===== config.mk =====
export PLATFORM = sky130hd
export DESIGN_NAME = top_k_score_table_insert_core
export DESIGN_NICKNAME = d
export VERILOG_FILES = /design/src/tkst_pkg.sv /design/src/tkst_ram.sv /design/src/top_k_score_table_insert_core.sv
export SDC_FILE = /design/constraint.sdc
export NUM_CORES = 1
export LEC_CHECK = 0
export BUFFER_PORTS_ARGS = -buffer_cell sky130_fd_sc_hd__buf_2
export CORE_MARGIN = 2
export CORE_UTILIZATION = 52
export DETAILED_ROUTE_END_ITERATION = 10
export GPL_TIMING_DRIVEN = 0
export PLACE_DENSITY_LB_ADDON = 0.3
export REMOVE_ABC_BUFFERS = 1
export SLEW_MARGIN = 20
export SYNTH_ARGS = -nofsm -noshare
export SYNTH_HDL_FRONTEND = slang
export SYNTH_HIERARCHICAL = 1
export SYNTH_SLANG_ARGS = --single-unit

===== constraint.sdc =====
create_clock -name i_clk -period 8 [get_ports i_clk]
set_clock_uncertainty 0.05 [all_clocks]
set_input_delay 1.6 -clock i_clk [delete_from_list [all_inputs] [get_ports i_clk]]
set_output_delay 1.6 -clock i_clk [all_outputs]
set_load 0.03 [all_outputs]

===== src/tkst_pkg.sv =====
// Shared types and constants for the top-k score table.
`timescale 1ns / 1ps

package tkst_pkg;

    localparam int SCORE_W  = 32;
    localparam int STAMP_W  = 32;
    localparam int PLAYER_W = 16;
    localparam int RANK_W   = 4;

    localparam logic ACT_INSERT = 1'b0;
    localparam logic ACT_READ   = 1'b1;

    typedef struct packed {
        logic [SCORE_W-1:0]  score;
        logic [STAMP_W-1:0]  stamp;
        logic [PLAYER_W-1:0] player;
    } t_rec;

    typedef enum logic [1:0] {
        ST_IDLE,
        ST_SCAN,
        ST_PLACE,
        ST_RDOUT
    } t_state;

endpackage


===== src/tkst_ram.sv =====
// Record memory of the score table: one write port, one registered read port.
`timescale 1ns / 1ps

module tkst_ram #(
    parameter int DEPTH = 10,
    parameter int AW    = 4
) (
    input  logic           i_clk,
    input  logic           i_we,
    input  logic [AW-1:0]  i_waddr,
    input  tkst_pkg::t_rec i_wdata,
    input  logic [AW-1:0]  i_raddr,
    output tkst_pkg::t_rec o_rdata
);
    import tkst_pkg::*;

    t_rec r_mem [DEPTH];
    t_rec r_rdata;

    always_ff @(posedge i_clk) begin
        if (i_we) begin
            r_mem[i_waddr] <= i_wdata;
        end
    end

    always_ff @(posedge i_clk) begin
        r_rdata <= r_mem[i_raddr];
    end

    assign o_rdata = r_rdata;

endmodule


===== src/top_k_score_table_insert_core.sv =====
// Top level of the top-k score table: sequencer, shared compare and result register.
`timescale 1ns / 1ps

// Score table kept in descending score order, ties in arrival order.
// Command channel: a beat is taken at a clock edge with start high and busy
// low. i_action selects insert (score, stamp, player id) or read (rank index).
// Result channel: one beat per command, valid for exactly one cycle while
// o_strobe is high; the receiver cannot stall it and the block never waits.
// Insert: the table is walked from the lowest record upward, one record a
// cycle through the single read port of the record memory and one shared
// score comparator; each lower record is moved down one slot as it passes.
// The scan examines the records below the new rank, plus one if the new
// rank is not the top; busy stays high through the scan and the place step,
// and o_strobe rises on the cycle busy falls. Read of a held rank: busy
// through the read-out state; the record passes the memory read register
// and the result register. Empty rank read: result on the next cycle, busy stays low.
// A full table drops the lowest record; a dropped insert reports rank
// MAX_ENTRIES. Reset empties the table at once; no clearing pass.
module top_k_score_table_insert_core #(
    parameter int MAX_ENTRIES = 10
) (
    input  logic                      i_clk,
    input  logic                      i_rst_n,
    input  logic                      start,
    output logic                      busy,
    input  logic                      i_action,
    input  logic [tkst_pkg::SCORE_W-1:0]  i_score,
    input  logic [tkst_pkg::STAMP_W-1:0]  i_stamp,
    input  logic [tkst_pkg::PLAYER_W-1:0] i_player_id,
    input  logic [tkst_pkg::RANK_W-1:0]   i_rank_index,
    output logic                      o_strobe,
    output logic [tkst_pkg::RANK_W-1:0]   o_placed_rank,
    output logic [tkst_pkg::RANK_W-1:0]   o_entry_count,
    output logic                      o_read_valid,
    output logic [tkst_pkg::SCORE_W-1:0]  o_read_score,
    output logic [tkst_pkg::STAMP_W-1:0]  o_read_stamp,
    output logic [tkst_pkg::PLAYER_W-1:0] o_read_player
);
    import tkst_pkg::*;

    localparam int CW = $clog2(MAX_ENTRIES + 1);
    localparam int AW = (MAX_ENTRIES > 1) ? $clog2(MAX_ENTRIES) : 1;
    localparam int WW = (CW > RANK_W) ? CW : RANK_W;
    localparam logic [CW-1:0]     MAX_C    = CW'(MAX_ENTRIES);
    localparam logic [RANK_W-1:0] DROP_RNK = RANK_W'(MAX_ENTRIES);

    t_state          r_state, n_state;
    logic [CW-1:0]   r_count, n_count;
    logic [CW-1:0]   r_idx, n_idx;
    logic [CW-1:0]   r_pos, n_pos;
    t_rec            r_new;

    logic              r_o_strobe, n_o_strobe;
    logic [RANK_W-1:0] r_o_placed, n_o_placed;
    logic [RANK_W-1:0] r_o_count, n_o_count;
    logic              r_o_rvalid, n_o_rvalid;
    t_rec              r_o_rec, n_o_rec;

    logic          w_accept;
    logic          w_rank_hit;
    logic          w_ge;
    logic          w_we;
    logic [AW-1:0] w_waddr;
    logic [AW-1:0] w_raddr;
    t_rec          w_wdata;
    t_rec          w_rdata;

    tkst_ram #(
        .DEPTH (MAX_ENTRIES),
        .AW    (AW)
    ) u_ram (
        .i_clk   (i_clk),
        .i_we    (w_we),
        .i_waddr (w_waddr),
        .i_wdata (w_wdata),
        .i_raddr (w_raddr),
        .o_rdata (w_rdata)
    );

    assign busy       = (r_state != ST_IDLE);
    assign w_accept   = start && !busy;
    assign w_rank_hit = WW'(i_rank_index) < WW'(r_count);
    assign w_ge       = (w_rdata.score >= r_new.score);

    // next state
    always_comb begin
        n_state = r_state;
        unique case (r_state)
            ST_IDLE: begin
                if (w_accept) begin
                    if (i_action == ACT_READ) begin
                        n_state = w_rank_hit ? ST_RDOUT : ST_IDLE;
                    end else begin
                        n_state = (r_count == '0) ? ST_PLACE : ST_SCAN;
                    end
                end
            end
            ST_SCAN: begin
                if (w_ge || (r_idx == CW'(1))) begin
                    n_state = ST_PLACE;
                end
            end
            ST_PLACE: n_state = ST_IDLE;
            ST_RDOUT: n_state = ST_IDLE;
            default:  n_state = ST_IDLE;
        endcase
    end

    // datapath and memory control
    always_comb begin
        n_count    = r_count;
        n_idx      = r_idx;
        n_pos      = r_pos;
        n_o_strobe = 1'b0;
        n_o_placed = r_o_placed;
        n_o_count  = r_o_count;
        n_o_rvalid = r_o_rvalid;
        n_o_rec    = r_o_rec;
        w_we       = 1'b0;
        w_waddr    = AW'(r_idx);
        w_wdata    = w_rdata;
        w_raddr    = AW'(r_idx - 1'b1);
        unique case (r_state)
            ST_IDLE: begin
                if (w_accept) begin
                    if (i_action == ACT_READ) begin
                        w_raddr = AW'(i_rank_index);
                        if (!w_rank_hit) begin
                            n_o_strobe = 1'b1;
                            n_o_placed = DROP_RNK;
                            n_o_count  = RANK_W'(r_count);
                            n_o_rvalid = 1'b0;
                            n_o_rec    = '0;
                        end
                    end else begin
                        n_idx   = r_count;
                        n_pos   = '0;
                        w_raddr = AW'(r_count - 1'b1);
                    end
                end
            end
            ST_SCAN: begin
                if (w_ge) begin
                    n_pos = r_idx;
                end else begin
                    w_we    = (r_idx < MAX_C);
                    w_waddr = AW'(r_idx);
                    w_wdata = w_rdata;
                    w_raddr = AW'(r_idx - 1'b1 - 1'b1);
                    n_idx   = r_idx - 1'b1;
                    n_pos   = '0;
                end
            end
            ST_PLACE: begin
                w_we       = (r_pos < MAX_C);
                w_waddr    = AW'(r_pos);
                w_wdata    = r_new;
                if (r_count < MAX_C) begin
                    n_count = r_count + 1'b1;
                end
                n_o_strobe = 1'b1;
                n_o_placed = RANK_W'(r_pos);
                n_o_count  = (r_count < MAX_C) ? RANK_W'(r_count + 1'b1) : RANK_W'(r_count);
                n_o_rvalid = 1'b0;
                n_o_rec    = '0;
            end
            ST_RDOUT: begin
                n_o_strobe = 1'b1;
                n_o_placed = DROP_RNK;
                n_o_count  = RANK_W'(r_count);
                n_o_rvalid = 1'b1;
                n_o_rec    = w_rdata;
            end
            default: begin
                n_o_strobe = 1'b0;
            end
        endcase
    end

    always_ff @(posedge i_clk) begin
        if (!i_rst_n) begin
            r_state    <= ST_IDLE;
            r_count    <= '0;
            r_o_strobe <= 1'b0;
        end else begin
            r_state    <= n_state;
            r_count    <= n_count;
            r_o_strobe <= n_o_strobe;
        end
    end

    always_ff @(posedge i_clk) begin
        r_idx      <= n_idx;
        r_pos      <= n_pos;
        r_o_placed <= n_o_placed;
        r_o_count  <= n_o_count;
        r_o_rvalid <= n_o_rvalid;
        r_o_rec    <= n_o_rec;
        if (w_accept) begin
            r_new <= '{score: i_score, stamp: i_stamp, player: i_player_id};
        end
    end

    assign o_strobe      = r_o_strobe;
    assign o_placed_rank = r_o_placed;
    assign o_entry_count = r_o_count;
    assign o_read_valid  = r_o_rvalid;
    assign o_read_score  = r_o_rec.score;
    assign o_read_stamp  = r_o_rec.stamp;
    assign o_read_player = r_o_rec.player;

    a_count_range: assert property (@(posedge i_clk) disable iff (!i_rst_n)
        r_count <= MAX_C)
        else $error("record count above table size");

    a_strobe_idle: assert property (@(posedge i_clk) disable iff (!i_rst_n)
        o_strobe |-> (r_state == ST_IDLE))
        else $error("result beat while sequencer active");

    a_read_miss: assert property (@(posedge i_clk) disable iff (!i_rst_n)
        (w_accept && (i_action == ACT_READ) && !w_rank_hit) |=>
            (o_strobe && !o_read_valid))
        else $error("read of empty rank gave no immediate result");

    a_scan_idx: assert property (@(posedge i_clk) disable iff (!i_rst_n)
        (r_state == ST_SCAN) |-> (r_idx != '0))
        else $error("scan index ran past the top record");

    a_no_collide: assert property (@(posedge i_clk) disable iff (!i_rst_n)
        (w_we && (r_state == ST_SCAN)) |-> (w_waddr != w_raddr))
        else $error("record move collides with next read");

endmodule

==> run_results.csv, run 1 <==
group,metric,value,unit
global_route,antenna_found_initial,3,
sta,period_minus_slack,6380,ps
worst_setup_path,required,8480,ps
floorplanning,rows,103,
worst_setup_path,critical_path_class,"reg2reg",
place,dp_slack,1670,ps
worst_setup_path,crit_start,"r_new[77]",
cells_and_area,final_cells,3831,
cells_and_area,layout_commonest_cell,"edfxtp_1",
place,numPlacedInstances,3632,
clock_tree,postCtsSetupBuffers,0,
logic_synthesis,synth_edf_count,977,
global_route,grt_pass1_vias,22700,
hold_path,hold_start,"u_ram/o_rdata[33]",
hold_path,min_path_type,"reg2reg",
logic_synthesis,ys_async_sr_fraction,0,%
logic_synthesis,synthDistinctLibCells,56,
routing,drtIter0Drc,1889,
logic_synthesis,synth_cells,2337,
logic_synthesis,ys_ff_latch,1064,
routing,routedWlPerCell,23.9,µm
worst_setup_path,r2r_slack,1620,ps
sta,slew_headroom,29.5,%
sta,rsz0062_at_grt,"no",
cells_and_area,antenna_cells,0,
pwr,powerDensity,353,nW/µm²
sta,timing.hold.ws,486,ps
clock_tree,cts_hold_buf,0,
cells_and_area,multiInputGateArea,9870,µm²
cells_and_area,nets,2824,
cells_and_area,final_util,62.3,%
global_route,grt_overflow,0,
clock_tree,htreeDepth,3,
routing,via_per_inst,5.71,
worst_setup_path,r2r_end,"u_ram/o_rdata[2]",
sta,maxSlewViolCount,0,
clock_tree,cts_buffers,106,
logic_synthesis,yosys_most_used_dff,"edfxtp_1",
worst_setup_path,endpoint_kind,"flop",
sta,tightestPinTransition,1050,ps
cells_and_area,seq_area,31100,µm²
worst_setup_path,endpoint,"u_ram/o_rdata[2]",
logic_synthesis,syn_avg_cell_area,17.9,µm²
floorplanning,start_util,52.7,%
clock_tree,cts_tree,"yes",
floorplanning,core,79300,µm²
place,gp_congestion,0.785,
global_route,grt_start_max_net_pins,59,
sta,timing.fmax,157,MHz
worst_setup_path,rr_startpoint,"r_new[77]",
clock_tree,cts_max_path_buffers,3,
flow_run,maxCapViolCount,0,
cells_and_area,fillers,5559,
logic_synthesis,yosys.area.top_type,"edfxtp_1",
routing,drtAntennaViolNets,0,
worst_setup_path,rr_worst_depth,23,
clock_tree,cts_sinks,1064,
worst_setup_path,cp_max_fo,9,
cells_and_area,drive_gt1_share,33.6,%
routing,drcViolationCount,0,
sta,fin_crit_sh,79.8,%
clock_tree,clkLatencyLatePin,650,ps
sta,fin_ws,1620,ps
clock_tree,clk_pin_slew_worst_paths,60,ps
floorplanning,fp.dieH,287,µm
logic_synthesis,synthTopCellsByArea,"edfxtp_1, mux2_2, dfxtp_1",
clock_tree,root_buffer,"clkbuf_16",
sta,hold_viol,0,
place,portBuffers,178,
cells_and_area,final_cell_mix,"edfxtp_1, mux2_2, buf_2",
cells_and_area,area_growth,18.2,%
logic_synthesis,yosysWarnings,6,
logic_synthesis,syn_area,41800,µm²
worst_setup_path,worstPathArrival,6870,ps
logic_synthesis,seq_area_frac_synth,74.4,%
floorplanning,chipWidth,287,µm
routing,firstDrtPassIters,5,
pwr,cellLeakagePower,17.6,nW
routing,vias,21900,
run_status,status,"finished clean",
pwr,ir_drop,0.198,mV
floorplanning,io-pin-count,179,
logic_synthesis,synth_top_area_share,70.2,%
routing,wirelength,91500,µm
place,dp_hpwl,58800,µm
sta,setup_viol,0,
global_route,grt_pass1_wl,137000,µm
sta,fin_setup_tns,0,ps
worst_setup_path,start_kind,"flop",
global_route,grt_usage,22.0,%
floorplanning,die-area,82600,µm²
clock_tree,post_cts_resized,0,
worst min-delay path by stage:
stage	endpoint	slack, ps	cells past startpoint
finish	o_read_stamp[17]	490	1
CTS	o_read_stamp[17]	490	1
global placement	o_read_player[1]	480	1
floorplan	o_read_score[0]	460	1
global route	o_read_player[6]	510	1
detailed placement	o_read_player[14]	470	1
worst max-delay path, stage by stage (launching register included):
cell and delay (ps):
edfxtp_1 400, inv_1 70, ha_1 300, nand4_1 190, nor4_1 880, a221oi_1 240
o211ai_1 450, or2_0 530, o211ai_1 400, buf_4 300, buf_4 180, buf_4 170
buf_4 170, buf_4 160, buf_4 170, buf_4 180, buf_4 170, buf_4 170
buf_4 170, buf_4 170, buf_4 180, mux2_2 270, o22ai_1 200, o31ai_2 70
synth_stat cells, drive strengths merged (6+ instances only):
cell / number
a21o: 8
a21oi: 18
a22o: 80
and2: 90
buf: 57
clkbuf: 67
dfxtp: 87
edfxtp: 977
ha: 46
inv: 45
mux2: 321
mux2i: 161
nand2: 108
nand2b: 7
nand3: 7
nand4: 6
nor2: 24
nor3: 6
o211ai: 6
o21ai: 17
o22ai: 80
o31ai: 81
sequential cells by signal, summed over array words and instances, names as in the netlist, 16 cells and up:
| register | flops |
|---|---|
| o_read_score | 32 |
| u_ram/r_mem | 800 |
| u_ram/o_rdata | 80 |
| o_read_player | 16 |
| r_new | 80 |
| o_read_stamp | 32 |
through the flow:
| step | power, mW | cell area (µm²) |
|---|---|---|
| finish | 17.4 | 49400 |
| global route | 18.1 | 49400 |
| CTS | 17.5 | 49400 |
| detailed placement | 12.4 | 45800 |
| global placement | 12.3 | 43200 |
| floorplan | 11.3 | 41000 |
power breakdown:
part / total [mW] / leakage (nW) / internal, mW / switching (mW)
registers: 7.39 / 9.63 / 7.18 / 0.218
logic: 4.97 / 6.22 / 2.10 / 2.87
clock network: 5.08 / 1.78 / 3.08 / 2.00
total: 17.4 / 17.6 / 12.4 / 5.09
final cells by class:
class / count / share of cell area, %
sequential: 1064 / 62.9
multi-input combinational: 1104 / 20.0
timing repair buffer: 369 / 6.73
clock buffer: 149 / 6.20
tap: 1050 / 2.66
clock inverter: 50 / 1.15
inverter: 45 / 0.352
metal layers:
metal	wire [µm]	global-route usage, %	vias up
li1	-	-	9861
met1	39600	30.0	11200
met2	45200	37.2	668
met3	4720	2.96	150
met4	2040	6.34	0
met5	0	0	-
cells by family after synthesis:
kind of cell | Yosys count | synth area share (%)
adders and majority gates | 46 | 1.38
and+or+nand+nor | 260 | 3.10
DFF | 1064 | 74.4
buffers and inverters | 169 | 2.32
AOI/OAI and AO/OA | 311 | 6.21
muxes | 482 | 12.5
xor gates and xnor gates | 5 | 0.105
(Power assumes the default switching activity.)
==> inputs of run 2 (changes only) <==
==> constraint.sdc (replaced) <==
create_clock -name i_clk -period 5.4 [get_ports i_clk]
set_clock_uncertainty 0.05 [all_clocks]
set_input_delay 1.08 -clock i_clk [delete_from_list [all_inputs] [get_ports i_clk]]
set_output_delay 1.08 -clock i_clk [all_outputs]
set_load 0.03 [all_outputs]
==> run_results.csv, run 2 (synthesized netlist as in run 1, its figures left out) <==
group,metric,value,unit
run_status,status,"finished clean",
routing,wirelength,91600,µm
worst_setup_path,endpoint_kind,"flop",
cells_and_area,antenna_cells,0,
cells_and_area,seq_area,31100,µm²
sta,timing.fmax,191,MHz
worst_setup_path,rr_startpoint,"r_new[48]",
flow_run,maxCapViolCount,0,
hold_path,min_to,"o_read_stamp[17]",
routing,drtAntennaViolNets,0,
floorplanning,start_util,52.7,%
global_route,grt_pass1_vias,22700,
pwr,cellLeakagePower,17.7,nW
floorplanning,rows,103,
clock_tree,clkLatencyLatePin,650,ps
cells_and_area,final_cell_mix,"edfxtp_1, mux2_2, buf_2",
worst_setup_path,required,5880,ps
pwr,ir_drop,0.296,mV
routing,firstDrtPassIters,5,
cells_and_area,multiInputGateArea,9890,µm²
sta,period_minus_slack,5230,ps
floorplanning,chipWidth,287,µm
routing,drcViolationCount,0,
place,gp_congestion,0.785,
worst_setup_path,cp_max_fo,19,
worst_setup_path,start_kind,"flop",
hold_path,hold_depth,1,
floorplanning,die-area,82600,µm²
cells_and_area,drive_gt1_share,33.7,%
routing,vias,21900,
pwr,switching_share,29.2,%
hold_path,hold_start,"u_ram/o_rdata[33]",
cells_and_area,area_growth,18.3,%
global_route,antenna_found_initial,3,
place,dp_hpwl,58800,µm
hold_path,min_path_type,"reg2reg",
sta,fin_crit_sh,96.9,%
global_route,grt_start_max_net_pins,59,
sta,maxSlewViolCount,0,
pwr,combPwrFrac,28.6,%
clock_tree,htreeDepth,3,
clock_tree,cts_buffers,106,
floorplanning,fp.dieH,287,µm
worst_setup_path,r2r_slack,170,ps
floorplanning,io-pin-count,179,
sta,fin_setup_tns,0,ps
global_route,grt_usage,22.0,%
cells_and_area,layout_commonest_cell,"edfxtp_1",
sta,tightestPinTransition,1020,ps
clock_tree,cts_tree,"yes",
cells_and_area,nets,2825,
floorplanning,core,79300,µm²
pwr,powerDensity,524,nW/µm²
cells_and_area,fillers,5545,
place,portBuffers,178,
sta,hold_viol,0,
pwr,p_sw,7.57,mW
pwr,power.share.clock,29.1,%
clock_tree,cts_sinks,1064,
worst_setup_path,critical_path_class,"reg2reg",
cells_and_area,largest_reg_flops,800,
worst_setup_path,r2r_end,"u_ram/o_rdata[2]",
pwr,seqPwrFrac,42.3,%
routing,drtIter0Drc,1886,
clock_tree,cts_max_path_buffers,3,
pwr,p_int,18.3,mW
clock_tree,clk_pin_slew_worst_paths,60,ps
routing,via_per_inst,5.72,
cells_and_area,regMostFlops,"u_ram/r_mem",
sta,fin_ws,169,ps
routing,routedWlPerCell,23.9,µm
worst_setup_path,rr_worst_depth,21,
place,dp_slack,-926,ps
clock_tree,root_buffer,"clkbuf_16",
global_route,grt_overflow,0,
global_route,grt_pass1_wl,137000,µm
worst_setup_path,worstPathArrival,5720,ps
sta,slew_headroom,31.5,%
sta,setup_viol,0,
==> run 2: what timing repair did <==
item,4_1_cts,5_1_grt
setup endpoints to repair,42,9
pin swaps,2,1
setup buffers,4,1
hold buffers,0,0
gates resized for setup,4,6
==> run 2: worst max-delay path by stage <==
stage	from	endpoint	slack [ps]
3_3_place_gp	r_new[65]	u_ram/o_rdata[30]	-31140
4_1_cts	r_new[48]	u_ram/o_rdata[23]	20
2_1_floorplan	r_new[48]	u_ram/o_rdata[0]	-21700
5_1_grt	r_new[48]	u_ram/o_rdata[47]	-3
6_report	r_new[48]	u_ram/o_rdata[2]	170
3_5_place_dp	r_new[77]	u_ram/o_rdata[2]	-930
==> run 2: final cells by class <==
cell class / count / share of cell area, %
flip-flops and latches: 1064 / 62.9
multi-input cells: 1104 / 20.0
repair buffers: 370 / 6.78
clock buffers: 149 / 6.20
well taps: 1050 / 2.66
clock inverters: 50 / 1.15
inverters: 45 / 0.352
==> run 2: power groups by stage <==
stage	Sequential, mW	Combinational, mW	Clock, mW
after detailed placement	11.1	7.29	0
after CTS	11.0	7.39	7.65
after global routing	11.0	7.94	7.98
final	11.0	7.41	7.54
after global placement	11.2	5.86	0
after floorplan	11.2	4.72	0
==> run 2: routing by layer <==
| layer | GRT usage (%) | routed length [µm] | vias to the layer above |
|---|---|---|---|
| met5 | 0 | 0 | - |
| met4 | 6.29 | 1980 | 0 |
| met3 | 2.98 | 4760 | 146 |
| met2 | 37.3 | 45400 | 680 |
| met1 | 30.0 | 39500 | 11200 |
| li1 | - | - | 9863 |
==> run 2: critical path: stages (launching register included) <==
cell and delay, ps:
edfxtp_1 420, ha_1 310, nand2b_4 150, a2111o_1 410, a311o_1 320, o311a_4 390
or2_4 300, o211ai_1 250, buf_4 170, buf_4 110, buf_4 170, buf_4 180
buf_4 180, buf_12 180, buf_4 180, buf_4 170, buf_4 180, buf_4 180
buf_4 180, mux2_2 340, o22ai_1 200, o31ai_2 70
==> run 2: stage by stage <==
step                hold slack, ps  total power [mW]  cell area, µm²  util, %  std cells
global placement               476              17.1           43200     54.5       3441
CTS                            490              26.0           49400     62.3       3832
finish                         486              25.9           49400     62.4       3832
global route                   509              26.9           49400     62.4       3832
detailed placement             473              18.4           45800     57.7       3632
floorplan                      456              15.9           41000        -       2213
